File: config.mk
export PLATFORM = sky130hd
export DESIGN_NAME = piecewise_linear_profile_sampler
export DESIGN_NICKNAME = d
export VERILOG_FILES = /design/src/hw/rtl/pwl_pkg.sv /design/src/hw/rtl/piecewise_linear_profile_sampler.sv
export VERILOG_INCLUDE_DIRS = /design/src /design/src/hw/rtl
export SDC_FILE = /design/constraint.sdc
export NUM_CORES = 2
export LEC_CHECK = 0
export ABC_AREA = 1
export ABC_CLOCK_PERIOD_IN_PS = 54200
export BUFFER_PORTS_ARGS = -buffer_cell sky130_fd_sc_hd__buf_2
export CAP_MARGIN = 30
export CORE_MARGIN = 2
export CORE_UTILIZATION = 55
export CTS_CLUSTER_DIAMETER = 150
export DETAILED_ROUTE_END_ITERATION = 12
export GPL_TIMING_DRIVEN = 0
export HOLD_SLACK_MARGIN = 0.1
export PLACE_DENSITY = 0.72
export SLEW_MARGIN = 20
export SYNTH_ARGS = -nofsm -noshare
export SYNTH_HDL_FRONTEND = slang
export SYNTH_SLANG_ARGS = --single-unit
File: constraint.sdc
create_clock -name clk -period 54.2 [get_ports clk]
set_input_delay 8.13 -clock clk [delete_from_list [all_inputs] [get_ports clk]]
set_output_delay 8.13 -clock clk [all_outputs]
set_load 0.03 [all_outputs]
File: src/hw/rtl/assert_macros.svh
// assertion macros used by the sampler rtl
`ifndef ASSERT_MACROS_SVH
`define ASSERT_MACROS_SVH

// implication in the same cycle, checked outside reset
`define ASSERT_SAME(label, clk, rst_n, ante, cons) \
    label: assert property (@(posedge clk) disable iff (!rst_n) (ante) |-> (cons)) \
        else $error("assertion failed");

// implication in the next cycle, checked outside reset
`define ASSERT_NEXT(label, clk, rst_n, ante, cons) \
    label: assert property (@(posedge clk) disable iff (!rst_n) (ante) |=> (cons)) \
        else $error("assertion failed");

`endif

File: src/hw/rtl/pwl_pkg.sv
// types and constants of the piecewise linear profile sampler
package pwl_pkg;

    localparam int TEMP_W  = 9;
    localparam int TIME_W  = 10;
    localparam int QUERY_W = 9;

    localparam logic [TEMP_W-1:0] END_LEVEL_RESET = 9'd50;

    typedef struct packed {
        logic [TEMP_W-1:0]  temp_a;
        logic [TEMP_W-1:0]  temp_b;
        logic [TEMP_W-1:0]  temp_c;
        logic [TEMP_W-1:0]  temp_d;
        logic [TEMP_W-1:0]  temp_e;
        logic [TIME_W-1:0]  time_a;
        logic [TIME_W-1:0]  time_b;
        logic [TIME_W-1:0]  time_c;
        logic [TIME_W-1:0]  time_d;
        logic [TIME_W-1:0]  time_e;
        logic [QUERY_W-1:0] query_pos;
    } in_word_t;

    typedef struct packed {
        logic [TEMP_W-1:0] level;
        logic [TEMP_W-1:0] axis_max;
    } out_word_t;

endpackage

File: src/hw/rtl/piecewise_linear_profile_sampler.sv
// piecewise linear profile sampler: sort, segment pick, multiply, pipelined divide
//
//  channel   direction  handshake              payload
//  in        input      in_valid / in_ready    in_data  (pwl_pkg::in_word_t)
//  out       output     out_valid / out_ready  out_data (pwl_pkg::out_word_t)
//  cfg       input      cfg_wr_en              cfg_wr_data (end level, 9 bit)
//
// one word enters per cycle unless the output word waits
// the pipe holds the 9 one-bit stages of the rounding divider plus 6 other stages
// reset (rst_n low, asynchronous) empties the pipe and sets the end level to 50
// one global enable moves every stage; it is low only while the output word
// waits, so a stall freezes the whole pipe and nothing is lost or repeated
`include "assert_macros.svh"

module piecewise_linear_profile_sampler #(
    parameter int POINT_COUNT = 350
) (
    input  logic                 clk,
    input  logic                 rst_n,
    input  logic                 cfg_wr_en,
    input  logic [8:0]           cfg_wr_data,
    input  logic                 in_valid,
    output logic                 in_ready,
    input  pwl_pkg::in_word_t    in_data,
    output logic                 out_valid,
    input  logic                 out_ready,
    output pwl_pkg::out_word_t   out_data
);

    localparam int TW = pwl_pkg::TIME_W;
    localparam int YW = pwl_pkg::TEMP_W;
    localparam logic [TW-1:0] LAST = TW'(POINT_COUNT - 1);
    localparam int REM_W = 19;     // holds 511 * 1023 + 511
    localparam int DIV_STAGES = YW;

    // stage 1: clamped points
    typedef struct packed {
        logic [4:0][TW-1:0] x;
        logic [4:0][YW-1:0] y;
        logic [TW-1:0]      q;
        logic [YW-1:0]      ymax;
        logic [YW-1:0]      e;
    } pts_t;

    // stage 3: chosen segment
    typedef struct packed {
        logic [TW-1:0]        dx;
        logic [TW-1:0]        dq;
        logic signed [TW-1:0] dy;
        logic [YW-1:0]        y0;
        logic [YW-1:0]        ymax;
    } seg_t;

    // stage 4: product
    typedef struct packed {
        logic signed [20:0] prod;
        logic [TW-1:0]      dx;
        logic [YW-1:0]      y0;
        logic [YW-1:0]      ymax;
    } mul_t;

    // divider stage
    typedef struct packed {
        logic [REM_W-1:0] rem;
        logic [YW-1:0]    quo;
        logic [TW-1:0]    dx;
        logic             neg;
        logic             zd;
        logic [YW-1:0]    y0;
        logic [YW-1:0]    ymax;
    } div_t;

    logic [YW-1:0] end_level_reg;
    logic          pipe_en;

    logic   v1_reg, v2_reg, v3_reg, v4_reg;
    pts_t   p1_reg, p1_next;
    pts_t   p2_reg, p2_next;
    seg_t   p3_reg, p3_next;
    mul_t   p4_reg, p4_next;
    logic   dv_reg [0:DIV_STAGES];
    div_t   d_reg  [0:DIV_STAGES];
    div_t   d_next [0:DIV_STAGES];
    logic   out_valid_reg;
    pwl_pkg::out_word_t out_data_reg, out_data_next;

    // whole pipe moves unless the output word is held
    assign pipe_en  = !out_valid_reg || out_ready;
    assign in_ready = pipe_en;
    assign out_valid = out_valid_reg;
    assign out_data  = out_data_reg;

    always_ff @(posedge clk or negedge rst_n)
    begin
        if (!rst_n)
        begin
            end_level_reg <= pwl_pkg::END_LEVEL_RESET;
        end
        else if (cfg_wr_en)
        begin
            end_level_reg <= cfg_wr_data;
        end
    end

    // stage 1: clamp times and query, axis maximum
    always_comb
    begin
        logic [YW-1:0] m;
        logic [4:0][TW-1:0] tx;
        logic [4:0][YW-1:0] ty;
        logic [TW-1:0] qx;
        tx = {in_data.time_e, in_data.time_d, in_data.time_c, in_data.time_b, in_data.time_a};
        ty = {in_data.temp_e, in_data.temp_d, in_data.temp_c, in_data.temp_b, in_data.temp_a};
        m = end_level_reg;
        for (int i = 0; i < 5; i++)
        begin
            p1_next.x[i] = (tx[i] > LAST) ? LAST : tx[i];
            p1_next.y[i] = ty[i];
            if (ty[i] > m)
            begin
                m = ty[i];
            end
        end
        qx = TW'(in_data.query_pos);
        p1_next.q    = (qx > LAST) ? LAST : qx;
        p1_next.ymax = (m == '0) ? YW'(1) : m;
        p1_next.e    = end_level_reg;
    end

    // stage 2: stable sort by rank, final point forced to end level at the last position
    always_comb
    begin
        logic [2:0] rank [5];
        p2_next = p1_reg;
        for (int i = 0; i < 5; i++)
        begin
            rank[i] = '0;
            for (int j = 0; j < 5; j++)
            begin
                if ((j < i && p1_reg.x[j] <= p1_reg.x[i]) ||
                    (j > i && p1_reg.x[j] <  p1_reg.x[i]))
                begin
                    rank[i] = rank[i] + 3'd1;
                end
            end
        end
        for (int p = 0; p < 5; p++)
        begin
            for (int i = 0; i < 5; i++)
            begin
                if (rank[i] == 3'(p))
                begin
                    p2_next.x[p] = p1_reg.x[i];
                    p2_next.y[p] = p1_reg.y[i];
                end
            end
        end
        if (p2_next.x[4] == LAST)
        begin
            p2_next.y[4] = p1_reg.e;
        end
    end

    // stage 3: last segment whose start is at or before the query
    always_comb
    begin
        logic [6:0][TW-1:0] kx;
        logic [6:0][YW-1:0] ky;
        logic [2:0] s;
        kx = {LAST, p2_reg.x, TW'(0)};
        ky = {p2_reg.e, p2_reg.y, p2_reg.e};
        s = '0;
        for (int i = 1; i < 6; i++)
        begin
            if (kx[i] <= p2_reg.q)
            begin
                s = s + 3'd1;
            end
        end
        p3_next.dx   = kx[s + 3'd1] - kx[s];
        p3_next.dq   = p2_reg.q - kx[s];
        p3_next.ymax = p2_reg.ymax;
        if (kx[s + 3'd1] == kx[s])
        begin
            // zero length segment: value is its end point
            p3_next.y0 = ky[s + 3'd1];
            p3_next.dy = '0;
        end
        else
        begin
            p3_next.y0 = ky[s];
            p3_next.dy = $signed({1'b0, ky[s + 3'd1]}) - $signed({1'b0, ky[s]});
        end
    end

    // stage 4: slope times offset
    always_comb
    begin
        p4_next.prod = p3_reg.dy * $signed({1'b0, p3_reg.dq});
        p4_next.dx   = p3_reg.dx;
        p4_next.y0   = p3_reg.y0;
        p4_next.ymax = p3_reg.ymax;
    end

    // divider entry: magnitude plus half divisor, rounds half away from zero
    always_comb
    begin
        logic [20:0] mag;
        mag = p4_reg.prod[20] ? 21'(-p4_reg.prod) : 21'(p4_reg.prod);
        d_next[0].rem  = mag[REM_W-1:0] + REM_W'(p4_reg.dx >> 1);
        d_next[0].quo  = '0;
        d_next[0].dx   = p4_reg.dx;
        d_next[0].neg  = p4_reg.prod[20];
        d_next[0].zd   = (p4_reg.dx == '0);
        d_next[0].y0   = p4_reg.y0;
        d_next[0].ymax = p4_reg.ymax;
    end

    // restoring divider, one quotient bit per stage, msb first
    for (genvar k = 0; k < DIV_STAGES; k++)
    begin : g_div
        always_comb
        begin
            logic [REM_W-1:0] trial;
            trial = REM_W'(d_reg[k].dx) << (DIV_STAGES - 1 - k);
            d_next[k + 1] = d_reg[k];
            if (d_reg[k].rem >= trial)
            begin
                d_next[k + 1].rem = d_reg[k].rem - trial;
                d_next[k + 1].quo[DIV_STAGES - 1 - k] = 1'b1;
            end
        end
    end

    // final: apply sign, add base, clamp to axis range
    always_comb
    begin
        logic signed [YW+1:0] sq;
        logic signed [YW+1:0] yv;
        div_t f;
        f  = d_reg[DIV_STAGES];
        sq = f.zd ? '0 : $signed({2'b00, f.quo});
        if (f.neg)
        begin
            sq = -sq;
        end
        yv = $signed({2'b00, f.y0}) + sq;
        if (yv < 0)
        begin
            out_data_next.level = '0;
        end
        else if (yv > $signed({2'b00, f.ymax}))
        begin
            out_data_next.level = f.ymax;
        end
        else
        begin
            out_data_next.level = yv[YW-1:0];
        end
        out_data_next.axis_max = f.ymax;
    end

    // valid bits
    always_ff @(posedge clk or negedge rst_n)
    begin
        if (!rst_n)
        begin
            v1_reg <= 1'b0;
            v2_reg <= 1'b0;
            v3_reg <= 1'b0;
            v4_reg <= 1'b0;
            for (int k = 0; k <= DIV_STAGES; k++)
            begin
                dv_reg[k] <= 1'b0;
            end
            out_valid_reg <= 1'b0;
        end
        else if (pipe_en)
        begin
            v1_reg <= in_valid;
            v2_reg <= v1_reg;
            v3_reg <= v2_reg;
            v4_reg <= v3_reg;
            dv_reg[0] <= v4_reg;
            for (int k = 0; k < DIV_STAGES; k++)
            begin
                dv_reg[k + 1] <= dv_reg[k];
            end
            out_valid_reg <= dv_reg[DIV_STAGES];
        end
    end

    // payload registers
    always_ff @(posedge clk)
    begin
        if (pipe_en)
        begin
            p1_reg <= p1_next;
            p2_reg <= p2_next;
            p3_reg <= p3_next;
            p4_reg <= p4_next;
            d_reg[0] <= d_next[0];
            for (int k = 0; k < DIV_STAGES; k++)
            begin
                d_reg[k + 1] <= d_next[k + 1];
            end
            out_data_reg <= out_data_next;
        end
    end

    `ASSERT_SAME(a_level_in_range, clk, rst_n, out_valid, out_data.level <= out_data.axis_max)
    `ASSERT_SAME(a_axis_nonzero, clk, rst_n, out_valid, out_data.axis_max != '0)
    `ASSERT_NEXT(a_flow, clk, rst_n, pipe_en && dv_reg[DIV_STAGES], out_valid)

endmodule
=== Word level (Yosys, flattened, before mapping) ===
Memory sizes are Yosys's and may differ from the RTL's.
Index checks and enable logic that the tools add are counted.

* Bits in latches: 0
* Bits in writable memories: 580
* Word-level logic and storage cells: 282
* Bits in registers: 385
* Bits in read-only memories: 0
* Output and inout port bits: 20
* Input bits: 118
* Memories kept: 1

* Magnitude comparators: 49
* Equality and inequality tests: 22
* $mul: 1
* $add $sub $neg: 36
* Shifts and indexed selects: 0
* Reductions and logical operators: 8
* Bitwise gates (word level): 0
* Div/mod/pow operators: 0
* Multiplexer cells: 111

{| class="wikitable"
|+ Memory list
! name !! depth !! width !! rd ports !! clocked after memory_dff !! wr ports !! RTL line !! RTL
|-
| d_reg || 10 || 58 || 10 || 0 || 10 || piecewise_linear_profile_sampler.sv:82 || <nowiki>div_t d_reg [0:DIV_STAGES];</nowiki>
|}

{| class="wikitable"
|+ Operators with widths
! cell !! number
|-
| $mux 9 || 35
|-
| $mux 10 || 26
|-
| $mux 19 || 9
|-
| $le 10x10->1 || 15
|-
| $lt 10x10->1 || 10
|-
| $bmux 10 s3 || 2
|-
| $mux 3 || 19
|-
| $bmux 9 s3 || 2
|-
| $gt 10x9->1 const B || 5
|-
| $add 3x1->3 const B || 16
|-
| $gt 9x9->1 || 5
|-
| $eq 3x2->1 const B || 10
|-
| $mul 10x11->21 || 1
|-
| $mux 20 || 1
|-
| $sub 10x10->10 || 2
|-
| $add 19x9->19 || 1
|-
| $ge 19x10->1 || 1
|-
| $ge 19x11->1 || 1
|-
| $ge 19x12->1 || 1
|-
| $ge 19x13->1 || 1
|-
| $ge 19x14->1 || 1
|-
| $ge 19x15->1 || 1
|-
| $ge 19x16->1 || 1
|-
| $ge 19x17->1 || 1
|-
| other kinds (30) || 60
|}

=== Depth between registers and ports, before layout ===
* Depth in word-level cells: 16
* Depth in mapped cells: 70

=== Least setup slack after synthesis ===
No wires, ideal clock.

* Kind: input-to-output
* Start point: input out_ready
* End point: output in_ready
* Arrival time: 32.030 ns
* Buffers on the path: 1
* Path slack: 14.040 ns
* Required time: 46.070 ns
* Stages: 3
* Cell sequence: inv_1 -> nand2_1 -> clkbuf_1

* Cells in the longest elaborated chain, start to end: 1

{| class="wikitable"
|+ RTL lines
! item !! RTL line !! RTL
|-
| start, declared || piecewise_linear_profile_sampler.sv:26 || <nowiki>input logic out_ready,</nowiki>
|-
| $logic_or 1x1->1 || piecewise_linear_profile_sampler.sv:88 || <nowiki>assign pipe_en = !out_valid_reg || out_ready;</nowiki>
|-
| end, declared || piecewise_linear_profile_sampler.sv:23 || <nowiki>output logic in_ready,</nowiki>
|}

Every way passes these cells.

=== Worst setup path after layout ===
Ends and elaborated chain as after synthesis.

==> flow_metrics.tcl <==
set metrics [dict create \
    status "completed" \
    postRouteAntennaNets 0 \
    post-route-util_pct 61.65 \
    setup_viol 0 \
    max_stage_delay_ns 0.70 \
    antenna_found_initial 1 \
    synth-edff-count 864 \
    die-area_mm2 0.09718 \
    synth_top_area_share_pct 49.81 \
    dp_cells 6678 \
    grt.overflow.total 0 \
    synthTopCellsByArea "edfxtp_1, ha_1, nand2_1" \
    cts_max_level 3 \
    area_growth_syn_to_layout_pct 10.80 \
    hold_buffers 0 \
    synth_cells 5266 \
    vias_per_cell 5.564 \
    cts_tree "yes" \
    cpMaxStageDelayCell "clkbuf_4" \
    multiInputGateArea_mm2 0.02200 \
    core_area_mm2 0.09361 \
    yosysWarnings 0 \
    required_ns 46.07 \
    path_class "in -> out" \
    ioPinCount 138 \
    wirelength_um 134300 \
    grtUsageMet3_pct 3.467 \
    dieWidth_um 311.7 \
    first_pass_iters 6 \
    final_nets 6133 \
    initial_core_util_pct 55.64 \
    critPathMostFrequentCell "buf_2" \
    clkTransAtPathRegs_ns 0.06 \
    grt-busiest-layer "met2" \
    ff_latch_area_mm2 0.02655 \
    std_cell_rows 112 \
    grt_setup_unrepaired "false" \
    cts_resized 0 \
    cts_setup_buffers 0 \
    period_share_pct 32.57 \
    cap_viol_max_count 0 \
    largest_reg_flops 506 \
    routedWlPerCell_um 19.63 \
    report.final.hold_viol_count 0 \
    async_flop_share_pct 2.703 \
    die_h_um 311.7 \
    synth_flop_cell "edfxtp_1" \
    grt_max_degree 61 \
    drc 0 \
    finClkSkew_ns 0.03126 \
    worst_pin_slew_ns 0.7712 \
    grtUsageMet1_pct 35.36 \
    synth.distinct_cells 81 \
    hold_class "reg -> reg" \
    gp_congestion 0.9685 \
    tns_ns 0 \
    ys_ff_latch 888 \
    fin_crit_ns 17.65 \
    slew_headroom_pct 48.20 \
    clkLatencyLatePin_ns 0.68 \
    path_buf_inv 4 \
    grt_pass1_wl_um 208600 \
    syn_area_mm2 0.05209 \
    grt_pass1_vias 37051 \
    drive_gt1_share_pct 8.593 \
    crit_family "buffers and inverters" \
    cts_buffers 92 \
    crit_chain "buf_2 -> inv_1 -> nand2_1 -> clkbuf_4 -> buf_2" \
    yosysSeqAreaShare_pct 50.97 \
    cp.arrival_ns 9.52 \
    insertedDiodeCount 0 \
    hpwl_um 104300 \
    cts.sinks 888 \
    avgSynthCellArea_um2 9.891 \
    fmax_mhz 56.64 \
    cts-root-buf "clkbuf_16" \
    fillers 7744 \
    cp_max_fo 51 \
    yosysTopAreaCell "edfxtp_1" \
    io_buffer_count 136 \
    startpoint_type "input pin" \
    instances_no_fill 6840 \
    grt.total_usage_pct 27.59 \
    route.vias.total 38059 \
    dr.first_iter.drc_count 3619 \
    clk_path_buf_depth 3 \
    use_met2_pct 46.95 \
    cp-end-kind "output pin" \
    report.final.slew_viol_count 0 \
]
==> stage by stage <==
step	instance area (um2)	hold slack, ns	setup WS [ns]
after floorplan	52100	0.4003	14.04
after global placement	54350	0.4008	3.285
after detailed placement	54790	0.4045	36.52
after CTS	57710	0.3901	36.50
after global routing	57710	0.4032	36.43
final	57710	0.3946	36.55
==> synth_stat cells (76+ instances only) <==
library cell,n
nand2_1,1018
edfxtp_1,864
inv_1,730
o21ai_0,434
ha_1,421
a21oi_1,275
nor2_1,269
nand3_1,220
xor2_1,116
clkbuf_1,102
o211ai_1,96
fa_1,76
==> kinds of logic (layout without fill, tap and decap cells) <==
kind of cell | Yosys count | count (layout) | synth area share [%]
multiplexers | 14 | 14 | 0.3027
other | 1 | 5 | 0.007199
XOR/XNOR | 173 | 173 | 2.945
AND/OR/NAND/NOR | 1759 | 1759 | 14.62
flip-flops | 888 | 888 | 50.97
adder cells (fa/ha/maj) | 497 | 497 | 13.03
buffers and inverters | 914 | 1230 | 6.846
AO/OA/AOI/OAI | 1020 | 1020 | 11.28
==> path summary, 6_finish.rpt <==
path | from | to | slack [ns] | cells past startpoint
min in group asynchronous | rst_n | dv_reg[8] | 7.45 | 1
max in group asynchronous | rst_n | end_level_reg[5] | 46.37 | 1
max reg2reg | end_level_reg[4] | p1_reg[9] | 44.46 | 63
min | p1_reg[21] | p2_reg[21] | 0.39 | 0
max | out_ready | in_ready | 36.55 | 5
min reg2reg | p1_reg[21] | p2_reg[21] | 0.39 | 0
==> metal layers <==
layer	vias to the layer above	wire [um]
met1	17939	55950
met5	-	12
met3	342	6890
met4	2	6513
met2	1162	64890
li1	18614	-
==> cells in the final DEF, fill, tap and decap left out, types with 9 or more instances in the layout <==
| cell type | instances |
|---|---|
| buf_16 | 10 |
| a22oi_1 | 19 |
| buf_2 | 175 |
| ha_1 | 421 |
| dfrtp_1 | 21 |
| a21oi_1 | 275 |
| and2_1 | 12 |
| o21ai_1 | 16 |
| clkbuf_16 | 94 |
| nand3b_1 | 11 |
| o21ai_0 | 434 |
| xor2_1 | 116 |
| inv_2 | 9 |
| o211ai_1 | 96 |
| a31oi_1 | 47 |
| or2_2 | 50 |
| nand2_2 | 23 |
| nor3_1 | 37 |
| nand3_1 | 220 |
| nand2_1 | 1018 |
| a21o_1 | 13 |
| o21bai_1 | 15 |
| nor4_1 | 20 |
| edfxtp_1 | 864 |
| buf_1 | 11 |
| clkinv_1 | 29 |
| clkbuf_1 | 119 |
| o22ai_1 | 19 |
| inv_1 | 730 |
| mux2_2 | 14 |
| nor2_1 | 269 |
| fa_1 | 76 |
| xnor2_1 | 56 |
| a211oi_1 | 20 |
| clkinv_2 | 11 |
| nand4_1 | 58 |
==> layout make-up <==
| type | count | area share, % |
|---|---|---|
| repair buffers | 154 | 1.908 |
| clock inverters | 50 | 0.8802 |
| flip-flops and latches | 888 | 46.00 |
| clock buffers | 112 | 4.193 |
| plain buffers | 165 | 1.301 |
| well taps | 1254 | 2.719 |
| multi-input cells | 3468 | 38.11 |
| inverters | 749 | 4.884 |
Power is not shown: default switching activity piles up to over one toggle a cycle in this logic, so the estimate is an artifact.
